[src/rtl/assert_macros.svh]
// Assertion helpers shared by the RTL
`ifndef ASSERT_MACROS_SVH
`define ASSERT_MACROS_SVH
// implication checked every clock, quiet during reset
`define CHK_IMPLY(label, clk, rst, ante, cons, msg) \
   label: assert property (@(posedge clk) disable iff (rst) (ante) |-> (cons)) \
      else $error(msg);
// next-cycle implication
`define CHK_NEXT(label, clk, rst, ante, cons, msg) \
   label: assert property (@(posedge clk) disable iff (rst) (ante) |=> (cons)) \
      else $error(msg);
`endif

[src/rtl/bmr_pkg.sv]
package bmr_pkg;
   localparam logic [1:0] OP_WRITE = 2'd0;
   localparam logic [1:0] OP_READ  = 2'd1;
   localparam logic [1:0] OP_APPLY = 2'd2;
   localparam logic [1:0] OP_NONE  = 2'd3;

   localparam logic [2:0] REG_FW = 3'd0;
   localparam logic [2:0] REG_FH = 3'd1;
   localparam logic [2:0] REG_RL = 3'd2;
   localparam logic [2:0] REG_RT = 3'd3;
   localparam logic [2:0] REG_RW = 3'd4;
   localparam logic [2:0] REG_RH = 3'd5;
   localparam logic [2:0] REG_BS = 3'd6;

   localparam logic [6:0] BLOCK_RESET = 7'd25;

   typedef struct packed {
      logic [1:0] operation;
      logic [9:0] column;
      logic [8:0] row;
      logic [7:0] blue_in;
      logic [7:0] green_in;
      logic [7:0] red_in;
   } req_type;

   typedef struct packed {
      logic [7:0] blue_out;
      logic [7:0] green_out;
      logic [7:0] red_out;
      logic       out_of_range;
   } rsp_type;

   // classified command handed from front to back
   typedef struct packed {
      logic [1:0] op;
      logic       in_frame;
      logic [9:0] column;
      logic [8:0] row;
      logic [23:0] pixel;
   } cmd_type;

   typedef struct packed {
      logic [9:0] fw;
      logic [8:0] fh;
      logic [9:0] rl;
      logic [8:0] rt;
      logic [9:0] rw;
      logic [8:0] rh;
      logic [6:0] bs;
   } cfg_type;
endpackage

[src/rtl/bmr_front.sv]
// Accepts request words, checks the address against the frame, queues commands.
module bmr_front #(
   parameter int MAX_WIDTH  = 640,
   parameter int MAX_HEIGHT = 480,
   parameter int DEPTH      = 4
) (
   input  logic              clock,
   input  logic              reset,
   input  bmr_pkg::cfg_type  cfg,
   input  logic              req_valid,
   output logic              req_stall,
   input  bmr_pkg::req_type  req_data,
   output logic              cmd_valid,
   input  logic              cmd_take,
   output bmr_pkg::cmd_type  cmd_data
);
   localparam int AW = $clog2(DEPTH);
   bmr_pkg::cmd_type q_ff [DEPTH];
   logic [AW-1:0] wp_ff, wp_in, rp_ff, rp_in;
   logic [AW:0]   cnt_ff, cnt_in;
   logic          push, pop;
   logic [12:0]   fw_eff, fh_eff;
   bmr_pkg::cmd_type c;

   // frame size clamped to the store
   assign fw_eff = ({3'd0, cfg.fw} > 13'(MAX_WIDTH))  ? 13'(MAX_WIDTH)  : {3'd0, cfg.fw};
   assign fh_eff = ({4'd0, cfg.fh} > 13'(MAX_HEIGHT)) ? 13'(MAX_HEIGHT) : {4'd0, cfg.fh};

   always_comb begin
      c.op       = req_data.operation;
      c.in_frame = ({3'd0, req_data.column} < fw_eff) && ({4'd0, req_data.row} < fh_eff);
      c.column   = req_data.column;
      c.row      = req_data.row;
      c.pixel    = {req_data.red_in, req_data.green_in, req_data.blue_in};
   end

   assign req_stall = (cnt_ff == (AW+1)'(DEPTH));
   assign push      = req_valid && !req_stall;
   assign cmd_valid = (cnt_ff != '0);
   assign pop       = cmd_valid && cmd_take;
   assign cmd_data  = q_ff[rp_ff];

   always_comb begin
      wp_in  = push ? wp_ff + 1'b1 : wp_ff;
      rp_in  = pop ? rp_ff + 1'b1 : rp_ff;
      cnt_in = cnt_ff + (AW+1)'(push) - (AW+1)'(pop);
   end

   always_ff @(posedge clock) begin
      if (reset) begin
         wp_ff  <= '0;
         rp_ff  <= '0;
         cnt_ff <= '0;
      end else begin
         wp_ff  <= wp_in;
         rp_ff  <= rp_in;
         cnt_ff <= cnt_in;
      end
   end

   always_ff @(posedge clock) begin
      if (push) q_ff[wp_ff] <= c;
   end

   `include "assert_macros.svh"
   `CHK_IMPLY(a_no_over, clock, reset, cnt_ff == (AW+1)'(DEPTH), !push, "queue overflow")
   `CHK_NEXT(a_cnt_up, clock, reset, push && !pop, cnt_ff == $past(cnt_ff) + 1'b1, "count slip")
   `CHK_IMPLY(a_no_under, clock, reset, cnt_ff == '0, !pop, "queue underflow")
endmodule

[config.mk]
export PLATFORM = sky130hd
export DESIGN_NAME = bmr_front
export DESIGN_NICKNAME = d
export VERILOG_FILES = /design/src/rtl/bmr_pkg.sv /design/src/rtl/bmr_front.sv
export VERILOG_INCLUDE_DIRS = /design/src /design/src/rtl
export SDC_FILE = /design/constraint.sdc
export NUM_CORES = 1
export LEC_CHECK = 0
export BUFFER_PORTS_ARGS = -buffer_cell sky130_fd_sc_hd__buf_2
export CELL_PAD_IN_SITES_DETAIL_PLACEMENT = 1
export CELL_PAD_IN_SITES_GLOBAL_PLACEMENT = 2
export CORE_MARGIN = 2
export CORE_UTILIZATION = 37
export CTS_CLUSTER_DIAMETER = 200
export DETAILED_ROUTE_END_ITERATION = 8
export MAX_ROUTING_LAYER = met4
export PLACE_DENSITY = 0.74
export RECOVER_POWER = 50
export SYNTH_ARGS = -nofsm -noshare
export SYNTH_HDL_FRONTEND = slang
export SYNTH_SLANG_ARGS = --single-unit
[constraint.sdc]
create_clock -name clock -period 2.35 [get_ports clock]
set_clock_uncertainty 0.1 [all_clocks]
set_input_delay 0.5875 -clock clock [delete_from_list [all_inputs] [get_ports clock]]
set_output_delay 0.5875 -clock clock [all_outputs]
set_load 0.01 [all_outputs]
### Word level (Yosys, flattened, before mapping)

Memory sizes are Yosys's and may differ from the RTL's. A register that Yosys moved wholly into a read port is not among the register bits.
Index checks and enable logic that the tools add are counted.

* add/sub/neg operators: 4
* magnitude comparators: 4
* equal/unequal tests: 1
* multiplexer cells: 6
* reduce and logical (&&, ||, !) cells: 5

Operator list (number)
* greater-than comparator 10 bit (second input constant): 1
* less-than comparator 10 bit: 1
* two-way mux 10 bit: 1
* greater-than comparator 9 bit (second input constant): 1
* less-than comparator 9 bit: 1
* two-way mux 9 bit: 1
* adder 2 x 1 -> 2 bit (second input constant): 2
* two-way mux 2 bit: 2
* adder 3 x 1 -> 3 bit: 1
* == test 3 bit (second input constant): 1
* logical AND 1 bit: 3
* nonzero test 3 bit: 1
* subtractor 3 x 1 -> 3 bit: 1
* two-way mux 1 bit: 2
* zero test 1 bit: 1

* register bits: 7
* memory bits (writable): 184
* input bits: 113
* logic and storage cells: 24
* memories: 1

Memories
* q_ff: words 4, width 46, read ports 1, clocked after memory_dff 1, write ports 1, line bmr_front.sv:18 `bmr_pkg::cmd_type q_ff [DEPTH];`

### Longest topological paths before layout

* word-level depth: 5
* depth in mapped cells: 12

### Worst setup path before layout

OpenSTA, ideal clock, no wires.

* path type: input to register
* start: input req_valid
* end: memory q_ff[0][0] (netlist name) (enable)
* library setup time: 408 ps
* data arrival time: 1974 ps
* data required time: 1842 ps
* slack: -132 ps
* cell stages on the path: 3
* path buffers: 1
* cell sequence: nor2b_1 -> buf_2 -> and2_1

* longest elaborated chain between the ends: 3

Ends and longest elaborated chain
* start: declaration: line bmr_front.sv:10 `input logic req_valid,`
* logical AND 1 bit: line bmr_front.sv:38 `assign push = req_valid && !req_stall;`
* two-way mux 1 bit: line bmr_front.sv:62 `if (push) q_ff[wp_ff] <= c;`
* two-way mux 1 bit (implied by the code): line bmr_front.sv:62
* end: declaration: line bmr_front.sv:18

Every way passes these cells.

==> impl_metrics.env <==
export IMPL_yosys_area_top_type_share=0.724
export IMPL_seq_area_um2=5710
export IMPL_die_y_um=148
export IMPL_drive_above_1_share=0.371
export IMPL_ys_types=37
export IMPL_timing_rr_start="cnt_ff[2]"
export IMPL_grt_pass1_wl_um=24400
export IMPL_num_rows=52
export IMPL_yosysTopAreaCell="edfxtp_1"
export IMPL_utilization=0.471
export IMPL_syn2layout_area_growth_pct=24.9
export IMPL_reg2reg_depth=11
export IMPL_stdcell_count=796
export IMPL_numCtsBuffers=17
export IMPL_multi_input_area_um2=1780
export IMPL_cp_required_ns=1.66
export IMPL_ys_flop_type="edfxtp_1"
export IMPL_fin_crit_sh=1.05
export IMPL_finalSetupViolCount=46
export IMPL_placed_area_um2=8720
export IMPL_start_util=0.377
export IMPL_ys_ff_latch=193
export IMPL_first_pass_iters=4
export IMPL_core_area_um2=20200
export IMPL_synth_edf_count=184
export IMPL_antenna_left=0
export IMPL_outcome="finished, violations left"
export IMPL_finalHoldViolCount=0
export IMPL_hold_slack_ns=0.319
export IMPL_slew_headroom=0.658
export IMPL_ys_warnings_count=0
export IMPL_power_density_nw_per_um2=1020
export IMPL_min_path_cells=2
export IMPL_clock_latency_ns=0.42
export IMPL_antenna_found_initial=0
export IMPL_synth_area_leaders="edfxtp_1 72%, mux4_2 12%, ha_1 3.8%, dfxtp_1 2.4%, mux4_1 2.1%"
export IMPL_min_to="cnt_ff[1]"
export IMPL_critPathArrivalTime_ns=1.79
export IMPL_portBuffers=115
export IMPL_drv_cap=0
export IMPL_synthesis_area_um2=7630
export IMPL_die_area_um2=21800
export IMPL_synthCells=355
export IMPL_hpwl_um=9970
export IMPL_power_leakage_nw=3.27
export IMPL_synth_commonest_cells="184 x edfxtp_1, 40 x mux4_2, 23 x ha_1"
export IMPL_pin_count=161
export IMPL_yosysSeqAreaShare=0.748
export IMPL_remaining_drc_errors=0
export IMPL_htree_levels=4
export IMPL_drv_slew=0
export IMPL_rsz0062_at_grt="true"
export IMPL_violations="setup timing"
export IMPL_cts_max_path_buffers=2
export IMPL_worst_ir_drop_vdd_mv=0.510
export IMPL_pre_cts_ws_ns=-0.414
export IMPL_final_area_um2=9530
export IMPL_totalWireLength_um=15800
export IMPL_wl_per_cell_um=19.9
export IMPL_gp_congestion=0.751
export IMPL_hold_start="reset"
export IMPL_grt_pass1_vias=4336
export IMPL_vias=3913
export IMPL_r2r_end="cnt_ff[2]"
export IMPL_numClockSinks=193
export IMPL_cts_hold_buffers=0
export IMPL_grt_max_degree=47
export IMPL_fin_nets=650
export IMPL_tightest_slew_ns=0.507
export IMPL_max_freq_mhz=404
export IMPL_path_max_fanout=7
export IMPL_fin_ws_ns=-0.123
export IMPL_grt_ovfl_total=0
export IMPL_yosys_cell_count_top_type="edfxtp_1"
export IMPL_cts_root_buffer="clkbuf_16"
export IMPL_drt_iter0_drc=158
export IMPL_crit_type="reg2out"
export IMPL_vias_per_cell=4.92
export IMPL_end_kind="output port"
export IMPL_clk_pin_slew_ns=0.07
export IMPL_dp_cells=754
export IMPL_start_kind="flip-flop"
export IMPL_diodes=0
export IMPL_synthArstFlopShare=0
export IMPL_synth_area_per_cell_um2=21.5
export IMPL_hp_class="in2reg"
export IMPL_die_w_um=148
export IMPL_rrSetupSlack_ns=0.04
export IMPL_syn_nets=492
export IMPL_cts_tree="done"
export IMPL_fill_cells=1948
export IMPL_period_needed_ns=2.47
export IMPL_grt_use_total=0.158
[logic make-up after synthesis]
kind of cell             after synthesis  share of synthesized area
AND/OR/NAND/NOR                       43                     0.0272
flip-flops                           193                      0.748
XOR/XNOR                               5                    0.00574
buffers and inverters                 24                     0.0223
multiplexers                          47                      0.140
AO/OA/AOI/OAI                         19                     0.0167
adder cells (fa/ha/maj)               24                     0.0403
[area by class of cell]
cell class,count,area share
tap,270,0.0354
clock inverter,11,0.0105
timing repair buffer,151,0.115
sequential,193,0.599
multi-input combinational,138,0.187
clock buffer,21,0.0483
inverter,12,0.00473
[what timing repair did]
item | 4_1_cts | 5_1_grt
pin swaps | 0 | 5
endpoints found under the setup margin | 44 | 51
setup buffers | 5 | 5
resized for setup | 22 | 30
gates cloned | 1 | 0
[worst max-delay path: stages, from the launching register on]
cell,delay (ns)
dfxtp_4,0.43
buf_12,0.13
buf_12,0.13
mux4_2,0.54
buf_6,0.14
[stage by stage]
step	TNS (ns)	total power [mW]
after floorplan	0	5.87
after global placement	-1.60	6.68
after detailed placement	-1.76	6.77
after CTS	-5.00	9.78
after global routing	-7.56	10.3
final	-3.51	9.77
[routing by layer]
metal | GRT usage | vias up | wire length, um
met5 | - | - | 0
met4 | 0.0423 | 0 | 177
met3 | 0.0522 | 13 | 890
met2 | 0.257 | 113 | 8210
met1 | 0.191 | 2017 | 6540
li1 | - | 1770 | -
[worst max-delay path by stage]
stage | startpoint | to | cells after the start
after global placement | cfg[57] | q_ff[0][43] | 10
after global routing | flip-flop | cmd_data[38] | 3
after detailed placement | cfg[57] | q_ff[1][43] | 10
after CTS | flip-flop | cmd_data[28] | 3
final | flip-flop | cmd_data[11] | 4
after floorplan | cfg[57] | q_ff[0][43] | 9
[state kept, by name, indices dropped and copies added, names as in the netlist, named ones only]
name / cells
cnt_ff: 3
q_ff: 184
rp_ff: 2
wp_ff: 2
[power by group]
group	total (mW)	internal [mW]	switching [mW]	leakage [nW]
clock network	2.70	1.44	1.26	0.270
logic	2.72	1.47	1.26	1.24
registers	4.35	4.20	0.144	1.76
[placed cells by master, fill, tap and decap left out, types with 2 or more instances in the layout]
cell / netlist / layout
ha_1: 23 / 22
clkinv_4: 0 / 2
clkbuf_16: 0 / 17
nor2_1: 11 / 10
o211ai_1: 2 / 2
buf_4: 0 / 22
xnor2_1: 3 / 3
a21oi_1: 6 / 5
nand4_1: 3 / 3
and2_2: 0 / 3
clkbuf_8: 0 / 2
inv_6: 0 / 4
a21oi_2: 1 / 2
buf_12: 4 / 9
mux4_2: 40 / 46
clkinvlp_4: 0 / 2
nand2_1: 16 / 15
edfxtp_1: 184 / 184
buf_2: 5 / 41
dfxtp_1: 9 / 7
xor2_1: 2 / 2
buf_6: 1 / 32
inv_1: 12 / 12
clkbuf_1: 1 / 48
a211oi_1: 3 / 2
No activity file was read; power rests on OpenSTA's default activity.
